File: src/hw/rtl/sbc_pkg.sv
// Shared types, widths and helpers for the sphere/box contact generator
package sbc_pkg;

	// Coordinate and vector widths
	localparam int CB  = 16;         // one coordinate component
	localparam int VW  = 3 * CB;     // packed position or size vector
	localparam int NW  = 16;         // one Q1.14 normal component
	localparam int NVW = 3 * NW;     // packed normal
	localparam int CW  = CB + 3;     // working width for signed coordinate sums
	localparam int OW  = CB + 2;     // signed overlap
	localparam int MW  = CB + 1;     // magnitude of a separation component
	localparam int RW  = CB + 1;     // radius (sum of two radii)
	localparam int SW  = 2 * MW;     // squared magnitude
	localparam int DSW = SW + 2;     // sum of three squares

	// Length has LEN_FRAC extra fraction bits
	localparam int LEN_FRAC  = 8;
	localparam int NORM_FRAC = 14;
	localparam int ROOT_W    = MW + LEN_FRAC;
	localparam int X_W       = 2 * ROOT_W;
	localparam int XPAD      = X_W - SW;
	localparam int REM_W     = ROOT_W + 2;
	localparam int SQ_STEPS  = ROOT_W;

	// Friction product goes through the root pipeline in its own lane, pre-scaled
	localparam int FP_W  = 32;
	localparam int F_PAD = X_W - FP_W;
	localparam int F_SH  = F_PAD / 2;

	// Normal division
	localparam int Q_BITS = NORM_FRAC + 1;
	localparam int NUM_SH = NORM_FRAC + LEN_FRAC;
	localparam int NUM_W  = MW + NUM_SH + 1;
	localparam int DEP_W  = ROOT_W + 2;

	localparam logic [NW-1:0] NORM_ONE = 16'h4000;
	localparam logic [15:0]   PEN_MAX  = 16'hFFFF;

	// Axis codes
	localparam logic [1:0] AX_X = 2'd0;
	localparam logic [1:0] AX_Y = 2'd1;
	localparam logic [1:0] AX_Z = 2'd2;

	typedef enum logic [1:0] {
		PAIR_SS = 2'd0,
		PAIR_BB = 2'd1,
		PAIR_SB = 2'd2,
		PAIR_BS = 2'd3
	} pair_t;

	// One classified pair, handed from the front to the back
	typedef struct packed {
		logic                  hit;
		logic                  norm;       // normal needs normalising
		logic [2:0]            neg;        // sign of each normal component
		logic [2:0][MW-1:0]    mag;        // separation magnitudes
		logic [SW-1:0]         dsq;        // squared separation
		logic [RW-1:0]         rad;        // radius for depth
		logic [NVW-1:0]        fix_normal; // axis normal when not normalised
		logic [15:0]           fix_pen;
		logic [15:0]           rest;
		logic [FP_W-1:0]       fprod;
		logic                  sfirst;
	} job_t;

	typedef struct packed {
		logic [REM_W-1:0]  rem;
		logic [ROOT_W-1:0] root;
	} sq_res_t;

	// Axis of least overlap: x only if strictly smallest, then y, else z
	function automatic logic [1:0] pick_axis(input logic signed [OW-1:0] o0,
	                                         input logic signed [OW-1:0] o1,
	                                         input logic signed [OW-1:0] o2);
		logic [1:0] ax;
		if (o0 < o1 && o0 < o2) begin
			ax = AX_X;
		end else if (o1 < o0 && o1 < o2) begin
			ax = AX_Y;
		end else begin
			ax = AX_Z;
		end
		return ax;
	endfunction

	function automatic logic [NVW-1:0] axis_normal(input logic [1:0] ax, input logic neg);
		logic [NVW-1:0] n;
		logic [NW-1:0]  c;
		c = neg ? NW'(-NORM_ONE) : NORM_ONE;
		n = '0;
		case (ax)
			AX_X:    n[0 +: NW] = c;
			AX_Y:    n[NW +: NW] = c;
			default: n[2*NW +: NW] = c;
		endcase
		return n;
	endfunction

	// Saturate a signed overlap into the unsigned depth field
	function automatic logic [15:0] clamp_pen(input logic signed [OW-1:0] v);
		logic [15:0] p;
		if (v < 0) begin
			p = '0;
		end else if (v > $signed(OW'(PEN_MAX))) begin
			p = PEN_MAX;
		end else begin
			p = v[15:0];
		end
		return p;
	endfunction

	// One digit of the restoring square root
	function automatic sq_res_t sqrt_step(input logic [REM_W-1:0] rem_i,
	                                      input logic [ROOT_W-1:0] root_i,
	                                      input logic [1:0] pair);
		sq_res_t          r;
		logic [REM_W-1:0] r2;
		logic [REM_W-1:0] trial;
		r2    = {rem_i[REM_W-3:0], pair};
		trial = {root_i, 2'b01};
		if (r2 >= trial) begin
			r.rem  = r2 - trial;
			r.root = {root_i[ROOT_W-2:0], 1'b1};
		end else begin
			r.rem  = r2;
			r.root = {root_i[ROOT_W-2:0], 1'b0};
		end
		return r;
	endfunction

endpackage

File: src/hw/rtl/sbc_queue.sv
// Small register queue between the front and back ends
module sbc_queue #(
	parameter int DEPTH = 4
) (
	input  logic          clk,
	input  logic          arst_n,
	input  logic          push,
	input  sbc_pkg::job_t push_data,
	output logic          full,
	input  logic          pop,
	output sbc_pkg::job_t pop_data,
	output logic          empty
);

	localparam int AW = $clog2(DEPTH);
	localparam int NW = $clog2(DEPTH + 1);

	sbc_pkg::job_t   mem_q [DEPTH];
	logic [AW-1:0]   wr_q;
	logic [AW-1:0]   rd_q;
	logic [NW-1:0]   cnt_q;

	assign full     = (cnt_q == NW'(DEPTH));
	assign empty    = (cnt_q == '0);
	assign pop_data = mem_q[rd_q];

	always_ff @(posedge clk) begin
		if (push) begin
			mem_q[wr_q] <= push_data;
		end
	end

	// pointers wrap at DEPTH, fill count tracks occupancy
	always_ff @(posedge clk or negedge arst_n) begin
		if (!arst_n) begin
			wr_q  <= '0;
			rd_q  <= '0;
			cnt_q <= '0;
		end else begin
			if (push) begin
				wr_q <= (wr_q == AW'(DEPTH - 1)) ? '0 : wr_q + AW'(1);
			end
			if (pop) begin
				rd_q <= (rd_q == AW'(DEPTH - 1)) ? '0 : rd_q + AW'(1);
			end
			case ({push, pop})
				2'b10:   cnt_q <= cnt_q + NW'(1);
				2'b01:   cnt_q <= cnt_q - NW'(1);
				default: cnt_q <= cnt_q;
			endcase
		end
	end

endmodule

File: config.mk
export PLATFORM = sky130hd
export DESIGN_NAME = sbc_queue
export DESIGN_NICKNAME = d
export VERILOG_FILES = /design/src/hw/rtl/sbc_pkg.sv /design/src/hw/rtl/sbc_queue.sv
export SDC_FILE = /design/constraint.sdc
export NUM_CORES = 1
export LEC_CHECK = 0
export BUFFER_PORTS_ARGS = -buffer_cell sky130_fd_sc_hd__buf_2
export CORE_UTILIZATION = 45
export DETAILED_ROUTE_END_ITERATION = 16
export HOLD_SLACK_MARGIN = 0.05
export MAX_ROUTING_LAYER = met4
export PLACE_DENSITY = 0.63
export SKIP_LAST_GASP = 1
export SLEW_MARGIN = 20
export SYNTH_ARGS = -nofsm -noshare
export SYNTH_HDL_FRONTEND = slang
export SYNTH_SLANG_ARGS = --single-unit
File: constraint.sdc
create_clock -name clk -period 16.6 [get_ports clk]
set_input_delay 0.83 -clock clk [delete_from_list [all_inputs] [get_ports clk]]
set_output_delay 0.83 -clock clk [all_outputs]
set_load 0.01 [all_outputs]
# ---- Yosys cells after proc, flatten, opt, wreduce, memory -nomap -nowiden
# Memory sizes are Yosys's and may differ from the RTL's.
# Cells that the tools add are included.
dict set report classes {
  eq_ne 5
  add_sub_neg 4
  reduce_logical 2
  n_mux 5
}
# op count
set ops {}
lappend ops {{$eq 2x2->1 const B} 3}
lappend ops {{$pmux 3 s2} 1}
lappend ops {{$add 2x1->2 const B} 2}
lappend ops {{$mux 2} 2}
lappend ops {{$add 3x1->3 const B} 1}
lappend ops {{$eq 3x3->1 const B} 1}
lappend ops {{$logic_not 3->1} 1}
lappend ops {{$sub 3x1->3 const B} 1}
lappend ops {{$eq 2x1->1 const B} 1}
lappend ops {{$mux 1} 2}
lappend ops {{$reduce_bool 2->1} 1}
dict set report totals {
  in_bits 224
  memories 1
  output_inout_bits 222
  register_bits 7
  ram_bits 880
  word_cells 20
}
# name depth width read_ports rd_clocked_by_memory_dff write_ports line
set memory_table {}
lappend memory_table {mem_q 4 220 1 0 1 sbc_queue.sv:18} ;# sbc_pkg::job_t mem_q [DEPTH];

# ---- Logic depth before layout (Yosys ltp)
# Gate-level depths: netlist (run 1).
dict set report logic_depth {
  ltp_word 2
  mapped_depth 7
  mapped_depth_nobuf 7
}

# ---- Least setup slack after synthesis (run 1)
# Ideal clock, no wire load.
dict set report synth_timing {
  path_kind {input -> register}
  from {input port push}
  to {memory mem_q[0][0] (netlist name) (enable)}
  setup_ns 0.607
  n_path_buf 0
  slack_ns 10.180
  arrival_time_ns 5.813
  cell_stages 1
  required_time_ns 15.993
  path_cell_list {and2_1}
}
dict set report synth_between {
  elab_chain_cells 2
}
# element line
set synth_lines {}
lappend synth_lines {{from (decl)} sbc_queue.sv:7} ;# input logic push,
lappend synth_lines {{$mux 1} sbc_queue.sv:28} ;# if (push) begin
lappend synth_lines {{$mux 1 (not written as such)} sbc_queue.sv:29} ;# mem_q[wr_q] <= push_data;
lappend synth_lines {{to (decl)} sbc_queue.sv:18}
# No other way between the ends.

==> flow_summary.json, run 1 <==
{
  "clkTransAtPathRegs_ns": 0.06,
  "wl_microns": 62500,
  "antenna_found_initial": 15,
  "synth_area_leader_cell": "edfxtp_1",
  "coreArea_sq_um": 70400,
  "timing.critical_path.mode_cell": "buf_4",
  "start_util_pct": 45.7,
  "status": "finished clean",
  "dpl_cell_area_sq_um": 35400,
  "ys_seq_area_share_pct": 82.7,
  "tritoncts": "built",
  "dpl.hpwl_microns": 37600,
  "critical_path_class": "reg2out",
  "drt_iter0_drc": 922,
  "synth_top_area_share_pct": 82.1,
  "critPathSlowestCell": "buf_4",
  "drc": 0,
  "clock_sinks": 887,
  "ant_nets": 0,
  "total_power_mw": 6.76,
  "pre_cts_ws_ns": 12.33,
  "die-area_sq_um": 72600,
  "cts_buffer_depth": 3,
  "yosys.cell_types.count": 20,
  "synth_nets": 1419,
  "place_inst": 2541,
  "ys_top_cells_by_area": "edfxtp_1, mux4_2, buf_6, dfrtp_1, buf_2",
  "fillerInstances": 5362,
  "crit_chain": "buf_4 > buf_4 > mux4_2 > buf_2",
  "via_count": 14405,
  "rsz0062_at_grt": "false",
  "irDropWorstVdd_v": 0.000137,
  "gp_congestion": 0.751,
  "cp.required_ns": 15.77,
  "power_density_nw_per_um2": 176,
  "min_to": "mem_q[2][89]$_DFFE_PP_",
  "drv_slew": 0,
  "syn_avg_cell_area_sq_um": 27.1,
  "hold_viol": 0,
  "route.detailed.wl_per_inst_microns": 23.0,
  "cts_buffers": 89,
  "cts_setup_buffers": 0,
  "cts_max_level": 3,
  "use_met2_pct": 27.5,
  "track_usage_pct": 17.8,
  "worst_skew_pair.late_latency_ns": 0.62,
  "setup_viol": 0,
  "layout-drive-gt1-share_pct": 46.2,
  "finalCritPeriodShare_pct": 28.6,
  "rows": 97,
  "crit_family": "buffers and inverters",
  "crit_path_start_kind": "flop",
  "setup_ws_ns": 11.86,
  "cts-hold-fix-buffers": 1,
  "stdcell_area_sq_um": 38300,
  "reg2reg_from": "wr_q[0]$_DFFE_PN0P_",
  "p_leak_nw": 12.9,
  "crit_path_max_incr_delay_ns": 0.85,
  "drv_cap": 0,
  "fin_cells": 2719,
  "final_cell_mix": "edfxtp_1, buf_2, mux4_2, clkbuf_16, clkbuf_1",
  "syn_to_final_growth_pct": 19.1,
  "cts_root_buf": "clkbuf_16",
  "skew_ns": 0.0185,
  "hold_class": "in2reg",
  "synthCells": 1188,
  "tightestPinTransition_ns": 1.07,
  "cp_num_buf_inv": 3,
  "worstPathArrival_ns": 3.91,
  "min_path_cells": 1,
  "syn_area_sq_um": 32200,
  "synth-seq-cells": 887,
  "hold_start": "push_data[89]",
  "grt_pass1_wl_microns": 94400,
  "crit_path_end_kind": "output pin",
  "fmax_mhz": 211,
  "final_common_cell": "edfxtp_1",
  "fin_crit_ns": 4.74,
  "gr-usage-met3_pct": 5.62,
  "die_width_microns": 269,
  "port_buffers": 445,
  "grt_max_degree": 111,
  "grt-ovfl-total": 0,
  "cts_resized": 0,
  "reg2reg_to": "mem_q[2][149]$_DFFE_PP_",
  "avgViaCountPerCell": 5.30,
  "critPathMaxFanout": 48,
  "dr.pass1.iters": 5,
  "grt_pass1_vias": 15204,
  "cp-startpoint": "rd_q[0]$_DFFE_PN0P_",
  "rrSetupSlack_ns": 13.19,
  "pin_count": 446,
  "yosys_warnings": 0,
  "die_h_microns": 269,
  "nNetsFinal": 1925,
  "slew_headroom_pct": 28.7,
  "grt.busiest_layer": "met2",
  "gr-usage-met1_pct": 22.7,
  "tns_ns": 0,
  "reg2reg_depth": 5
}
logic make-up after synthesis:
family                     count (synthesis)  synth area share [%]
adders and majority gates                  7                 0.296
muxes                                    223                  15.5
buffers and inverters                     56                  1.24
and+or+nand+nor                           10                 0.167
DFF                                      887                  82.7
AOI/OAI and AO/OA                          2                0.0311
xor gates and xnor gates                   3                0.0817
stage by stage:
stage	hold slack, ns	utilization (%)
2_1_floorplan	0.457	-
3_3_place_gp	0.475	50.2
3_5_place_dp	0.480	50.2
4_1_cts	0.346	54.3
5_1_grt	0.373	54.4
6_report	0.406	54.4
worst reg2reg max path, stage by stage (launching register included):
cell,delay [ns]
dfrtp_1,0.41
inv_1,0.11
ha_1,0.16
and2_4,0.63
buf_4,0.83
buf_4,0.82
metal layers:
metal | vias up | share of wire, %
li1 | 6217 | -
met1 | 7621 | 40
met2 | 479 | 49
met3 | 88 | 8.6
met4 | 0 | 2.0
met5 | - | 0
cell usage after synthesis:
library cell / instances
and2_1: 4
xnor2_1: 1
or3_1: 1
fa_1: 1
mux4_2: 220
mux2i_1: 1
inv_1: 6
xor2_1: 2
nand2_1: 1
nor2_1: 2
buf_6: 21
o21ai_0: 2
buf_2: 25
clkbuf_1: 4
mux2_2: 2
dfrtp_1: 7
edfxtp_1: 880
and3_1: 1
ha_1: 6
nor3_1: 1
cell type report:
class                      instances  area, sq um  area share (%)
sequential                       887        26600            69.4
multi-input combinational        245         5180            13.5
timing repair buffer             465         2410            6.29
clock buffer                     113         2370            6.18
tap                              940         1180            3.07
clock inverter                    46          512            1.34
antenna                           17         42.5           0.111
inverter                           6         22.5          0.0588
report_power, final:
group / internal (mW) / switching (mW)
Sequential: 2.87 / 0.121
Clock: 1.15 / 0.811
Combinational: 0.820 / 0.986
Total: 4.84 / 1.92
flip-flops by register name (all words and copies together), names as in the netlist:
name   flops
cnt_q      3
rd_q       2
mem_q    880
wr_q       2
how the worst max path moves through the flow:
stage	depth (start not counted)	slack, ns	to
finish	4	11.86	pop_data[145]
detailed placement	4	12.33	pop_data[145]
floorplan	1	10.18	mem_q[0][0]$_DFFE_PP_
CTS	4	11.64	pop_data[145]
global placement	4	12.36	pop_data[145]
global route	4	11.45	pop_data[139]
Power figures use the tool's default switching activity.
==> inputs of run 2 (changes only) <==
PLACE_DENSITY = 0.65   (was 0.63)
clock period = 3.9 ns   (was 16.6 ns; I/O delays follow)
==> flow_summary.json, run 2 (synthesis gave the netlist of run 1 again) <==
{
  "status": "finished clean",
  "syn_to_final_growth_pct": 26.2,
  "grt-ovfl-total": 0,
  "nNetsFinal": 2166,
  "worstPathArrival_ns": 2.77,
  "wl_microns": 65500,
  "rrSetupSlack_ns": 1.67,
  "slew_headroom_pct": 40.9,
  "skew_ns": 0.0184,
  "clock_sinks": 887,
  "route.detailed.wl_per_inst_microns": 22.2,
  "avgViaCountPerCell": 5.19,
  "die_width_microns": 269,
  "antenna_found_initial": 7,
  "drt_iter0_drc": 868,
  "drc": 0,
  "grt_pass1_vias": 16678,
  "drv_slew": 0,
  "power_density_nw_per_um2": 705,
  "clkTransAtPathRegs_ns": 0.06,
  "ant_nets": 0,
  "dr.pass1.iters": 5,
  "fin_cells": 2952,
  "final_common_cell": "edfxtp_1",
  "track_usage_pct": 18.7,
  "coreArea_sq_um": 70400,
  "cts_setup_buffers": 0,
  "layout-drive-gt1-share_pct": 41.0,
  "grt_pass1_wl_microns": 100000,
  "worst_skew_pair.late_latency_ns": 0.62,
  "regMostFlops": "mem_q",
  "irDropWorstVdd_v": 0.000567,
  "largest_reg_flops": 880,
  "crit_path_start_kind": "flop",
  "die_h_microns": 269,
  "tightestPinTransition_ns": 0.887,
  "hold_viol": 0,
  "fillerInstances": 5133,
  "tritoncts": "built",
  "rsz0062_at_grt": "false",
  "cts_max_level": 3,
  "rows": 97,
  "cts-hold-fix-buffers": 224,
  "tns_ns": 0,
  "cts_resized": 0,
  "dpl.hpwl_microns": 38900,
  "place_inst": 2561,
  "grt_max_degree": 93,
  "fin_util_pct": 57.7,
  "fmax_mhz": 337,
  "port_buffers": 445,
  "cp.required_ns": 3.70,
  "cts_buffer_depth": 3,
  "pin_count": 446,
  "via_count": 15307,
  "critPathMaxFanout": 30,
  "finalCritPeriodShare_pct": 76.0,
  "cts_root_buf": "clkbuf_16",
  "setup_viol": 0,
  "die-area_sq_um": 72600,
  "start_util_pct": 45.7,
  "min_path_cells": 2,
  "hold_class": "in2reg",
  "gp_congestion": 0.754,
  "cts_buffers": 88,
  "reg_top3": "mem_q (880), cnt_q (3)",
  "p_leak_nw": 13.9,
  "drv_cap": 0,
  "final_cell_mix": "edfxtp_1, buf_2, dlygate4sd3_1, mux4_2, clkbuf_16",
  "reg2reg_depth": 4,
  "critical_path_class": "reg2out",
  "crit_path_end_kind": "output pin",
  "fin_crit_ns": 2.96
}
## run 2: worst max-delay path: stages, from the launching register on
cell and delay, ns:
dfrtp_4 0.78, buf_12 0.30, buf_12 0.29, mux4_2 0.56, buf_2 0.16
## run 2: path summary, 6_finish.rpt
path	from	to
worst min-delay path	push_data[125]	mem_q[3][125]$_DFFE_PP_
worst min register to register	cnt_q[2]$_DFFE_PN0P_	cnt_q[2]$_DFFE_PN0P_
max in group asynchronous	arst_n	rd_q[1]$_DFFE_PN0P_
worst max register to register	wr_q[1]$_DFFE_PN0P_	mem_q[1][41]$_DFFE_PP_
min in group asynchronous	arst_n	rd_q[0]$_DFFE_PN0P_
worst max-delay path	rd_q[0]$_DFFE_PN0P_	pop_data[133]
## run 2: through the flow
step	power, mW	area (sq um)	setup WS (ns)	hold WS, ns
2_1_floorplan	18.0	32200	0.149	-0.101
3_3_place_gp	21.0	35700	1.51	0.0332
6_report	28.6	40600	0.936	0.321
4_1_cts	29.1	40600	0.798	0.265
3_5_place_dp	21.1	35700	1.50	0.0395
5_1_grt	29.9	40600	0.744	0.301
## run 2: cell type report
cell class	instances	area [sq um]	share of cell area [%]
Clock buffer	113	2340	5.76
Inverter	6	22.5	0.0555
Timing Repair Buffer	707	4940	12.2
Tap cell	940	1180	2.90
Clock inverter	47	328	0.807
Multi-Input combinational cell	245	5180	12.8
Antenna cell	7	17.5	0.0431
Sequential cell	887	26600	65.5
## run 2: per-layer routing
metal	GRT usage (%)	wire [microns]	vias to the layer above	share of wire [%]
met5	-	0	-	0
met2	30.2	33200	445	51
li1	-	-	6689	-
met3	5.10	4910	80	7.5
met1	23.4	26300	8093	40
met4	5.13	1120	0	1.7
## run 2: report_power, final
group          switching (mW)  internal [mW]  leakage, nW
Sequential              0.479           12.2         8.16
Combinational            4.37           3.82         4.46
Clock                    3.40           4.38         1.30
Total                    8.25           20.4         13.9
